[src/tcce_pkg.sv]
`timescale 1ns / 1ps
// ----------------------------------------------------------------------------
// Text console cell engine package
// Screen geometry, field widths, character codes and the command and status
// groups passed between the controller and the datapath.
// ----------------------------------------------------------------------------
package tcce_pkg;

    localparam int SCREEN_WIDTH  = 80;
    localparam int SCREEN_HEIGHT = 25;
    localparam int CELL_COUNT    = SCREEN_WIDTH * SCREEN_HEIGHT;
    localparam int SHIFT_CELLS   = SCREEN_WIDTH * (SCREEN_HEIGHT - 1);
    localparam int TAB_STOP      = 8;
    localparam int TAB_LIMIT     = SCREEN_WIDTH - 9;

    localparam int COL_W  = $clog2(SCREEN_WIDTH + 1);
    localparam int ROW_W  = $clog2(SCREEN_HEIGHT + 1);
    localparam int ADDR_W = $clog2(CELL_COUNT);
    localparam int CHAR_W = 8;
    localparam int ATTR_W = 8;
    localparam int CIDX_W = 11;
    localparam int CELL_W = 16;

    localparam logic [CHAR_W-1:0] CODE_BACKSPACE = 8'd8;
    localparam logic [CHAR_W-1:0] CODE_TAB       = 8'd9;
    localparam logic [CHAR_W-1:0] CODE_NEWLINE   = 8'd10;
    localparam logic [CHAR_W-1:0] CODE_RETURN    = 8'd13;

    localparam logic REQ_PUT  = 1'b0;
    localparam logic REQ_READ = 1'b1;

    localparam logic [ATTR_W-1:0] RESET_ATTR = 8'h07;
    localparam logic [CELL_W-1:0] BLANK_CELL = 16'h0720;

    typedef struct packed {
        logic accept;
        logic exec;
        logic clear_step;
        logic copy_step;
        logic zero_step;
        logic load_out;
    } t_cmd;

    typedef struct packed {
        logic clear_last;
        logic copy_last;
        logic zero_last;
        logic scroll;
        logic out_free;
    } t_status;

endpackage

[src/tcce_ctrl.sv]
`timescale 1ns / 1ps
// ----------------------------------------------------------------------------
// Text console cell engine controller
// Sequences the screen clear after reset, request execution, the scroll
// copy and zero sweeps, and the hand-over of each result.
// ----------------------------------------------------------------------------
module tcce_ctrl (
    input  logic             i_clk,
    input  logic             i_rst_n,
    input  logic             i_in_valid,
    output logic             o_in_stall,
    input  tcce_pkg::t_status i_status,
    output tcce_pkg::t_cmd   o_cmd
);
    import tcce_pkg::*;

    localparam logic [2:0] ST_CLEAR = 3'd0;
    localparam logic [2:0] ST_IDLE  = 3'd1;
    localparam logic [2:0] ST_EXEC  = 3'd2;
    localparam logic [2:0] ST_COPY  = 3'd3;
    localparam logic [2:0] ST_ZERO  = 3'd4;
    localparam logic [2:0] ST_DONE  = 3'd5;

    logic [2:0] r_state;
    logic [2:0] n_state;
    logic       accept;

    assign o_in_stall = !((r_state == ST_IDLE) ||
                          ((r_state == ST_DONE) && i_status.out_free));
    assign accept     = i_in_valid && !o_in_stall;

    always_comb begin
        n_state = r_state;
        o_cmd   = '0;
        o_cmd.accept = accept;
        case (r_state)
            ST_CLEAR: begin
                o_cmd.clear_step = 1'b1;
                if (i_status.clear_last) begin
                    n_state = ST_IDLE;
                end
            end
            ST_IDLE: begin
                if (accept) begin
                    n_state = ST_EXEC;
                end
            end
            ST_EXEC: begin
                o_cmd.exec = 1'b1;
                n_state = i_status.scroll ? ST_COPY : ST_DONE;
            end
            ST_COPY: begin
                o_cmd.copy_step = 1'b1;
                if (i_status.copy_last) begin
                    n_state = ST_ZERO;
                end
            end
            ST_ZERO: begin
                o_cmd.zero_step = 1'b1;
                if (i_status.zero_last) begin
                    n_state = ST_DONE;
                end
            end
            ST_DONE: begin
                // hand the result over, and take the next request alongside
                if (i_status.out_free) begin
                    o_cmd.load_out = 1'b1;
                    n_state = accept ? ST_EXEC : ST_IDLE;
                end
            end
            default: begin
                n_state = ST_IDLE;
            end
        endcase
    end

    always_ff @(posedge i_clk) begin
        if (!i_rst_n) begin
            r_state <= ST_CLEAR;
        end else begin
            r_state <= n_state;
        end
    end

endmodule

[config.mk]
export PLATFORM = sky130hd
export DESIGN_NAME = tcce_ctrl
export DESIGN_NICKNAME = d
export VERILOG_FILES = /design/src/tcce_pkg.sv /design/src/tcce_ctrl.sv
export SDC_FILE = /design/constraint.sdc
export NUM_CORES = 1
export LEC_CHECK = 0
export CAP_MARGIN = 20
export CORE_AREA = 2 2 39 41
export DETAILED_ROUTE_END_ITERATION = 16
export DIE_AREA = 0 0 41 43
export DONT_BUFFER_PORTS = 1
export PLACE_DENSITY = 0.32
export RECOVER_POWER = 50
export SYNTH_ARGS = -nofsm -noshare
export SYNTH_HDL_FRONTEND = slang
export SYNTH_SLANG_ARGS = --single-unit
[constraint.sdc]
create_clock -name i_clk -period 3.55 [get_ports i_clk]
set_clock_uncertainty 0.05 [all_clocks]
set_input_delay 0.1775 -clock i_clk [delete_from_list [all_inputs] [get_ports i_clk]]
set_output_delay 0.1775 -clock i_clk [all_outputs]
set_load 0.05 [all_outputs]
==> results of run 1 <==
[cell usage after synthesis]
cell and instances:
sky130_fd_sc_hd__inv_1 2, sky130_fd_sc_hd__nand2b_1 1, sky130_fd_sc_hd__nor4bb_1 1, sky130_fd_sc_hd__mux2i_1 1, sky130_fd_sc_hd__nor3b_1 1, sky130_fd_sc_hd__o21ai_1 2
sky130_fd_sc_hd__buf_4 2, sky130_fd_sc_hd__and2b_1 1, sky130_fd_sc_hd__a21oi_1 1, sky130_fd_sc_hd__or4_4 1, sky130_fd_sc_hd__nand2_1 6, sky130_fd_sc_hd__dfxtp_1 3
sky130_fd_sc_hd__nor3_1 1, sky130_fd_sc_hd__o21ai_0 2, sky130_fd_sc_hd__nor4b_1 1, sky130_fd_sc_hd__and3_1 2, sky130_fd_sc_hd__nor2b_1 3, sky130_fd_sc_hd__buf_6 1
sky130_fd_sc_hd__nand3_2 1, sky130_fd_sc_hd__nor2_1 4, sky130_fd_sc_hd__o211a_1 1, sky130_fd_sc_hd__a21boi_1 1, sky130_fd_sc_hd__a31oi_1 1
[where the power goes]
group	internal (mW)	total, mW	switching, mW
registers	0.0379	0.0476	0.00970
logic	0.0177	0.0653	0.0476
clock network	0.0420	0.0586	0.0166
total	0.0977	0.172	0.0739
[path summary, 6_finish.rpt]
kind                    from    endpoint  slack, ns  cells past startpoint
setup reg to reg  r_state[2]  r_state[2]       1.21                      3
hold / removal       i_rst_n  r_state[1]       0.03                      2
hold reg to reg   r_state[2]  r_state[2]       0.57                      2
setup / recovery  r_state[2]  r_state[2]       1.21                      3
[routing by layer]
| metal | vias to the layer above | share of wire | global-route usage |
|---|---|---|---|
| li1 | 142 | - | - |
| met3 | 0 | 0.12 | 0.0733 |
| met2 | 11 | 0.42 | 0.116 |
| met4 | 0 | 0 | 0.0400 |
| met1 | 131 | 0.46 | 0.109 |
| met5 | - | 0 | 0 |
[cell families (layout without fill, tap and decap cells)]
| group | Yosys count | count (layout) |
|---|---|---|
| AOI/OAI and AO/OA | 8 | 8 |
| buffers and inverters | 5 | 7 |
| DFF | 3 | 3 |
| muxes | 1 | 1 |
| and+or+nand+nor | 23 | 23 |
[worst max-delay path, delay by kind of cell (launching register included)]
family,cells,cell delay [ns]
DFF,1,0.53
muxes,1,0.17
and+or+nand+nor,1,1.28
AOI/OAI and AO/OA,1,0.23
[final cells by class]
| class | instances | area (sq um) | share of cell area |
|---|---|---|---|
| well taps | 16 | 20.0 | 0.0653 |
| inverters | 2 | 7.51 | 0.0245 |
| repair buffers | 1 | 3.75 | 0.0122 |
| flip-flops and latches | 3 | 60.1 | 0.196 |
| clock buffers | 4 | 26.3 | 0.0857 |
| multi-input cells | 32 | 189 | 0.616 |
[metrics by stage]
stage               hold WS, ns  std cells  setup slack, ns  power [mW]  area (sq um)
floorplan                 0.242         40             1.36       0.112           288
global placement          0.272         54             1.82       0.118           294
detailed placement        0.268         54             1.77       0.118           294
CTS                      0.0296         58             1.70       0.180           320
global route             0.0475         58             1.01       0.187           307
finish                   0.0327         58             1.21       0.172           307
==> impl_summary.md, run 1 <==
Run status
The run finished, with violations left. The final reports fail on capacitance limit, slew limit.

Synthesis
The mapped netlist covers ~290 sq um. The cell type with the highest aggregate area in the netlist is sky130_fd_sc_hd__dfxtp_1. Synthesis handed over a netlist of 40 instances. The xor/xnor share of the synthesized area is 0. The mux cell area share after synthesis is 0.0348. The synthesized area divided by synthesized cell count is 7.19 sq um. Counting distinct cell types in the post-synthesis netlist gives 23.

The area fraction of the dominant cell type after synthesis is 0.209. The Yosys step of the flow raised 0 warnings. Synthesis inferred 3 register bits. The dominant combinational cell family by area after synthesis is simple AND/OR/NAND/NOR gates. The register area share after synthesis is 0.209. The compound-gate portion of the synthesized area is 0.170. Sorting the synthesized cells by area gives the leading types as sky130_fd_sc_hd__dfxtp_1 21%, sky130_fd_sc_hd__nand2_1 7.8%, sky130_fd_sc_hd__nor2b_1 6.5%.

Of the total synthesized cell area, the portion taken by full adders, half adders and majority gates is 0. Of the total synthesized cell area, the portion taken by AND, OR, NAND and NOR gates is 0.470. Synthesis produced a netlist with a net count of 48.

Placement
The weighted congestion at the end of routability-driven global placement is 0.716. The placed wire-length estimate is 521 microns. During placement, the flow inserted port buffers numbering 0.

Detailed routing
The total wire length after detailed routing is around 670 microns. The number of DRC markers after the initial detailed-route iteration is 2. The detailed-route vias per instance is between 4 and 5. The first-pass iteration count of the detailed router is 2.

The detailed-route via count is between 200 and 300. Dividing the detail-routed wire length by the instance count gives around 12 microns. The count of nets left with antenna violations once routing finished came out at 0. In the routed design, unresolved DRC markers number 0.

STA
For the pin with the worst max-slew slack, the measured transition is ~1.6 ns. Measured against its own limit, the worst slew margin works out to -0.0543. The post-layout minimum cycle time is between 2 and 2.5 ns. Setup repair after global routing left no endpoint under its margin. The max-slew violation total from the final report is 2.

The final hold violation count is 0. The final total negative setup slack is 0 ns. Setup violations remaining at the end of the flow were counted as 0. For this run, the top clock speed supported by timing is 428 MHz. The portion of the clock cycle consumed by the worst path in the final layout is 0.659.

Global routing
Entering global routing, the biggest net connects 14 pins. The number of global-route vias before repair is between 200 and 300. The initial antenna violation count is 0. The first global-routing pass estimated around 1100 microns of wire. Across every metal layer, demand over resource in global routing totals 0.0912. The total overflow left after global routing is 0.

Worst setup path
For the worst setup path, the data arrival time is ~2.5 ns. The critical path capture point type is a flip-flop. The nature of the critical path startpoint is a flip-flop. The worst setup path is of the reg2reg kind. The biggest cell delay along the critical path is 1.28 ns. The data required time at the worst endpoint is around 3.7 ns. The critical path goes through nor3b_1 -> o21ai_0 -> mux2i_1. The critical path's slowest cell is sky130_fd_sc_hd__nor3b_1. Of all nets on the critical path, the largest fanout is 13.

Die
The die is 43 microns tall. The core box area is 0.00138 sq mm. The starting density of the core is 0.208.

For this design the top-level I/O count stands at 15. The width of the chip is approximately 40 microns. The number of core rows is 14. The die footprint is around 0.0018 sq mm.

Clock network
The maximum level of the CTS H-tree is 1. Hold repair after CTS inserted 0 buffers. The number of buffers inserted during clock tree synthesis is 3.

The number of instances resized during post-cts repair is 0. The clock input transition at the sequential cells of the worst setup and hold paths is ~0.030 ns. Clock latency on the worst-skew pair, taken at its later pin, is 0.23 ns. The clock sink count is 3. The number of post-CTS setup repair buffers is 0.

The cell sitting at the root of the clock tree is a sky130_fd_sc_hd__clkbuf_4. Counting along the longest clock path gives a buffer depth of 2. The CTS tree is done.

Layout
The register with the most flip-flops in the layout has 3 of them. 0 antenna diodes ended up in the layout. The total of fill cells in the finished design is 160. The largest registers in the layout are r_state: 3 flops.

The register with the most flip-flops in the final layout is r_state. The final core utilization is 0.222. The final net count is 51. Of the cells placed in the final design, the portion with a size suffix greater than 1 is 0.0952. The library cell used most frequently in the layout, excluding fill and tap cells, is sky130_fd_sc_hd__nand2_1. In the layout the commonest cells are 6 x sky130_fd_sc_hd__nand2_1, 4 x sky130_fd_sc_hd__nor2_1, 3 x sky130_fd_sc_hd__nor2b_1, 3 x sky130_fd_sc_hd__clkbuf_4, 3 x sky130_fd_sc_hd__dfxtp_1. The area growth from synthesis to layout is 6.52%.

Pwr
The leakage component of the power is approximately 0.13 nW. The total power divided by cell area is between 500 and 600 mW/mm^2. The largest voltage drop on the vdd net is between 150 and 200 uV.

Worst hold path
The path class of the tightest hold or removal check is in2reg.

Flow run
Max-cap violations in this run came to 1.
No activity file was read; power rests on OpenSTA's default activity.
==> run 2, diff against run 1 <==
--- a/config.mk
+++ b/config.mk
@@ -5,12 +5,13 @@
 export SDC_FILE = /design/constraint.sdc
 export NUM_CORES = 1
 export LEC_CHECK = 0
+export ABC_AREA = 1
 export CAP_MARGIN = 20
 export CORE_AREA = 2 2 39 41
 export DETAILED_ROUTE_END_ITERATION = 16
 export DIE_AREA = 0 0 41 43
 export DONT_BUFFER_PORTS = 1
-export PLACE_DENSITY = 0.32
+export PLACE_DENSITY = 0.33
 export RECOVER_POWER = 50
 export SYNTH_ARGS = -nofsm -noshare
 export SYNTH_HDL_FRONTEND = slang
==> constraint.sdc (replaced) <==
create_clock -name i_clk -period 2.2 [get_ports i_clk]
set_clock_uncertainty 0.05 [all_clocks]
set_input_delay 0.11 -clock i_clk [delete_from_list [all_inputs] [get_ports i_clk]]
set_output_delay 0.11 -clock i_clk [all_outputs]
set_load 0.05 [all_outputs]
==> impl_summary.md, run 2 <==
Clock network
The number of hold buffers added after CTS is 1 (was 0). The CTS tree is done (unchanged). The maximum root-to-sink buffer count is 2 (unchanged). The clock input transition at the sequential cells of the worst setup and hold paths is 0.04 ns (was 0.03 ns). The number of buffers inserted during clock tree synthesis is 3 (unchanged). The worst-skew pair later-pin latency is 0.23 ns (about the same). The number of post-CTS setup repair buffers is 0 (unchanged). The cell at the root of the clock tree is sky130_fd_sc_hd__clkbuf_4 (unchanged). The clock sink count is 3 (unchanged). The maximum level of the CTS H-tree is 1 (unchanged). The number of instances resized during post-cts repair is 0 (unchanged).

Pwr
The share of total power consumed by net switching is 0.559 (was 0.431). The total design power came to 0.543 mW (was 0.172 mW). The combinational fraction of design power is 0.620 (was 0.381). The leakage component of the power is 0.194 nW (was 0.126 nW).

The sequential group share of total power came to 0.199 (was 0.278). The power share of the clock group was 0.181 (was 0.342). The design internal power is 0.239 mW (was 0.0977 mW). The total power divided by cell area was 1440 mW/mm^2 (was 560 mW/mm^2). The largest voltage drop on the vdd net is 340 uV (was 189 uV). The net switching power came to 0.304 mW (was 0.0739 mW).

Worst setup path
Critical path, cell by cell: clkinvlp_2 -> nand3_1 -> inv_1 -> a21oi_1 -> nand2_1 -> nand2_1 -> inv_1 (was nor3b_1 -> o21ai_0 -> mux2i_1). The worst-path maximum fanout is 8 (was 13). The kind of critical path was reg2reg (unchanged). The biggest cell delay along the critical path came to 0.53 ns (was 1.28 ns). The critical path buffer and inverter count is 3 (was 0). The nature of the critical path startpoint is a flip-flop (unchanged). The data arrival time of the worst path is 1.82 ns (was 2.45 ns). The critical path's slowest cell is sky130_fd_sc_hd__dfxtp_1 (was sky130_fd_sc_hd__nor3b_1).

The data required time at the worst endpoint is 2.28 ns (was 3.66 ns). The cell class contributing the biggest share of worst-path delay is buffers and inverters (was simple AND/OR/NAND/NOR gates). The critical path capture point type was a flip-flop (unchanged).

Layout
The final net count is 64 (was 51). Commonest non-fill, non-tap cells in the layout: 7 x sky130_fd_sc_hd__nand2_1, 6 x sky130_fd_sc_hd__inv_1, 6 x sky130_fd_sc_hd__nor2_1 (was 6 x sky130_fd_sc_hd__nand2_1, 4 x sky130_fd_sc_hd__nor2_1, 3 x sky130_fd_sc_hd__nor2b_1, 3 x sky130_fd_sc_hd__clkbuf_4, 3 x sky130_fd_sc_hd__dfxtp_1). The flip-flop count of the largest register after layout was 3 (unchanged).

The post-synthesis to final-layout area growth is 23.3% (was 6.52%). The final instance count without filler cells is 71 (was 58). The most common library cell in the layout ignoring fill and taps was sky130_fd_sc_hd__nand2_1 (unchanged).

The top register by number of flip-flops is r_state (unchanged). The number of diodes added for antenna fixing is 0 (unchanged). The layout cell share with drive strength beyond 1 is 0.327 (was 0.0952). The final non-filler cell area was 378 sq um (was 307 sq um). Registers with the most flip-flops: r_state: 3 flops (unchanged).

Synthesis
The synthesized area divided by synthesized cell count was 6.52 sq um (was 7.19 sq um). The flip-flop cell with the highest count after synthesis is sky130_fd_sc_hd__dfxtp_1 (unchanged). Most instantiated cells after synthesis: 7 x sky130_fd_sc_hd__nand2_1, 6 x sky130_fd_sc_hd__inv_1, 6 x sky130_fd_sc_hd__nor2_1, 4 x sky130_fd_sc_hd__nand3_1 (was 6 x sky130_fd_sc_hd__nand2_1, 4 x sky130_fd_sc_hd__nor2_1, 3 x sky130_fd_sc_hd__dfxtp_1, 3 x sky130_fd_sc_hd__nor2b_1). The synthesized netlist net count was 55 (was 48). The library cell with the highest instance count after synthesis is sky130_fd_sc_hd__nand2_1 (unchanged). The cell type with the highest aggregate area in the netlist is sky130_fd_sc_hd__dfxtp_1 (unchanged).

The total of flip-flops plus latches after synthesis is 3 (unchanged). The register area share after synthesis was 0.196 (was 0.209). The total standard cell area after synthesis is 307 sq um (was 288 sq um). The distinct cell type count after synthesis came to 21 (was 23). Main area contributors after synthesis: sky130_fd_sc_hd__dfxtp_1 20%, sky130_fd_sc_hd__nand2_1 8.6%, sky130_fd_sc_hd__inv_1 7.3% (was sky130_fd_sc_hd__dfxtp_1 21%, sky130_fd_sc_hd__nand2_1 7.8%, sky130_fd_sc_hd__nor2b_1 6.5%). The dominant combinational cell family by area after synthesis is simple AND/OR/NAND/NOR gates (unchanged). The synthesized-area fraction occupied by adder cells is 0 (unchanged).

The compound-gate portion of the synthesized area is 0.0898 (was 0.170). The area fraction of the dominant cell type after synthesis is 0.196 (was 0.209). The count of synthesis-stage warnings from yosys came to 0 (unchanged). The synthesized netlist cell count was 47 (was 40). The xor/xnor share of the synthesized area is 0 (unchanged). The mux cell area share after synthesis is 0 (was 0.0348). The number of enable-type register cells in the synthesized netlist came to 0 (unchanged). The basic-gate share of the synthesized area counting and, or, nand and nor cells was 0.490 (was 0.470). The share of async-settable or async-resettable flops after synthesis is 0 (unchanged).

Global routing
The final global-route overflow total was 0 (unchanged). The total routing resource utilization after global routing came to 0.101 (was 0.0912). The maximum number of pins on one net before global-route repair is 9 (was 14).

The global-route wire length before repair is 1150 microns (was 1060 microns). The initial antenna violation count is 0 (unchanged). The number of global-route vias before repair is 301 (was 270).

Detailed routing
The detailed-route vias per instance came to 4.31 (was 4.90). The first-pass iteration count of the detailed router is 2 (unchanged). The number of nets still failing antenna checks after routing is 0 (unchanged). The number of DRC markers after the initial detailed-route iteration was 6 (was 2). The detailed-route via count is 306 (was 284). The total wire length after detailed routing is 691 microns (was 668 microns).

The number of design rule violations left after detail routing came to 0 (unchanged). The average routed wire per standard cell was 9.73 microns (was 11.5 microns).

STA
The relative slew slack is 0.577 (was -0.0543). Unrepaired setup endpoints after global routing: no (unchanged). The final setup violation count is 0 (unchanged). The max-slew violation total from the final report is 0 (was 2). The final hold violation count is 0 (unchanged). The peak clock frequency supported by timing is 577 MHz (was 428 MHz).

The measured slew at the worst slew-check pin was 0.634 ns (was 1.58 ns). The final-layout worst hold slack is 0.0353 ns (was 0.0327 ns). The final total negative setup slack is 0 ns (unchanged).

The portion of the clock cycle consumed by the worst path in the final layout came to 0.788 (was 0.659). The post-layout minimum cycle time is 1.73 ns (was 2.34 ns).

Worst hold path
The path class of the lowest-slack min-delay path is in2reg (unchanged).

Run status
Run status: finished clean (was finished, violations left).

Placement
The number of placed instances with taps included is 66 (was 54). The number of port buffers was 0 (unchanged). The weighted congestion at the end of routability-driven global placement came to 0.730 (was 0.716).

The placed wire-length estimate came to 549 microns (was 521 microns). The total cell area at the placement stage was 350 sq um (was 294 sq um).

Die
The core box area is 0.00138 sq mm (unchanged). The width of the chip came to 41 microns (unchanged). The y dimension of the die is 43 microns (unchanged). The starting density of the core is 0.222 (was 0.208). The die footprint is 0.00176 sq mm (unchanged). The number of core rows came to 14 (unchanged).

The number of I/O pins is 15 (unchanged).

Flow run
The count of max-cap constraint violations was 0 (was 1).
==> run 2: changes by cell type in the layout (fill, tap and decap cells not counted), moves of 3 or more <==
cell                      previous run  this run
sky130_fd_sc_hd__buf_4               0         3
sky130_fd_sc_hd__inv_1               2         6
sky130_fd_sc_hd__nor2b_1             3         0
sky130_fd_sc_hd__nor2_2              0         3
sky130_fd_sc_hd__nand3_1             1         4
==> run 2: tightest hold or removal path: stages <==
cell                      delay [ns]
sky130_fd_sc_hd__a21oi_1        0.04
sky130_fd_sc_hd__nand2_1        0.06
sky130_fd_sc_hd__nand2_1        0.04
sky130_fd_sc_hd__inv_1          0.04
==> run 2: final cells by class <==
cell class / count / area (sq um)
clock buffer: 4 / 26.3
fill: 156 / 1010
inverter: 9 / 48.8
multi-input combinational: 33 / 183
sequential: 3 / 60.1
tap: 16 / 20.0
timing repair buffer: 6 / 40.0
==> run 2: power by group through the flow <==
stage | combinational (mW) | sequential [mW] | clock, mW
finish | 0.337 | 0.108 | 0.0980
global route | 0.368 | 0.112 | 0.110
CTS | 0.357 | 0.110 | 0.102
detailed placement | 0.353 | 0.112 | 0
global placement | 0.354 | 0.114 | 0
floorplan | 0.310 | 0.0892 | 0
==> run 2: metrics by stage <==
step / util / setup slack [ns]
after floorplan: - / 0.490
after global placement: 0.253 / 0.672
after detailed placement: 0.253 / 0.701
after CTS: 0.279 / 0.686
after global routing: 0.273 / 0.330
final: 0.273 / 0.466
==> run 2: kinds of logic (layout without fill, tap and decap cells) <==
family                 Yosys count  after routing
AO/OA/AOI/OAI                    4              4
buffers and inverters           11             19
flip-flops                       3              3
AND/OR/NAND/NOR                 29             29
==> run 2: final timing paths <==
check | end | start | cells after the start | slack, ns
max | r_state[1] | r_state[2] | 7 | 0.47
max reg2reg | r_state[1] | r_state[2] | 7 | 0.47
min reg2reg | r_state[2] | r_state[2] | 2 | 0.59
min | r_state[1] | i_status[1] | 4 | 0.04
==> run 2: per-layer routing <==
metal / up-vias / global-route usage / routed length (microns) / part of all wire
met5: - / 0 / 0 / 0
met4: 0 / 0.0800 / 0 / 0
met1: 132 / 0.131 / 318 / 0.46
met2: 11 / 0.116 / 307 / 0.44
li1: 163 / - / - / -
met3: 0 / 0.0576 / 65 / 0.094
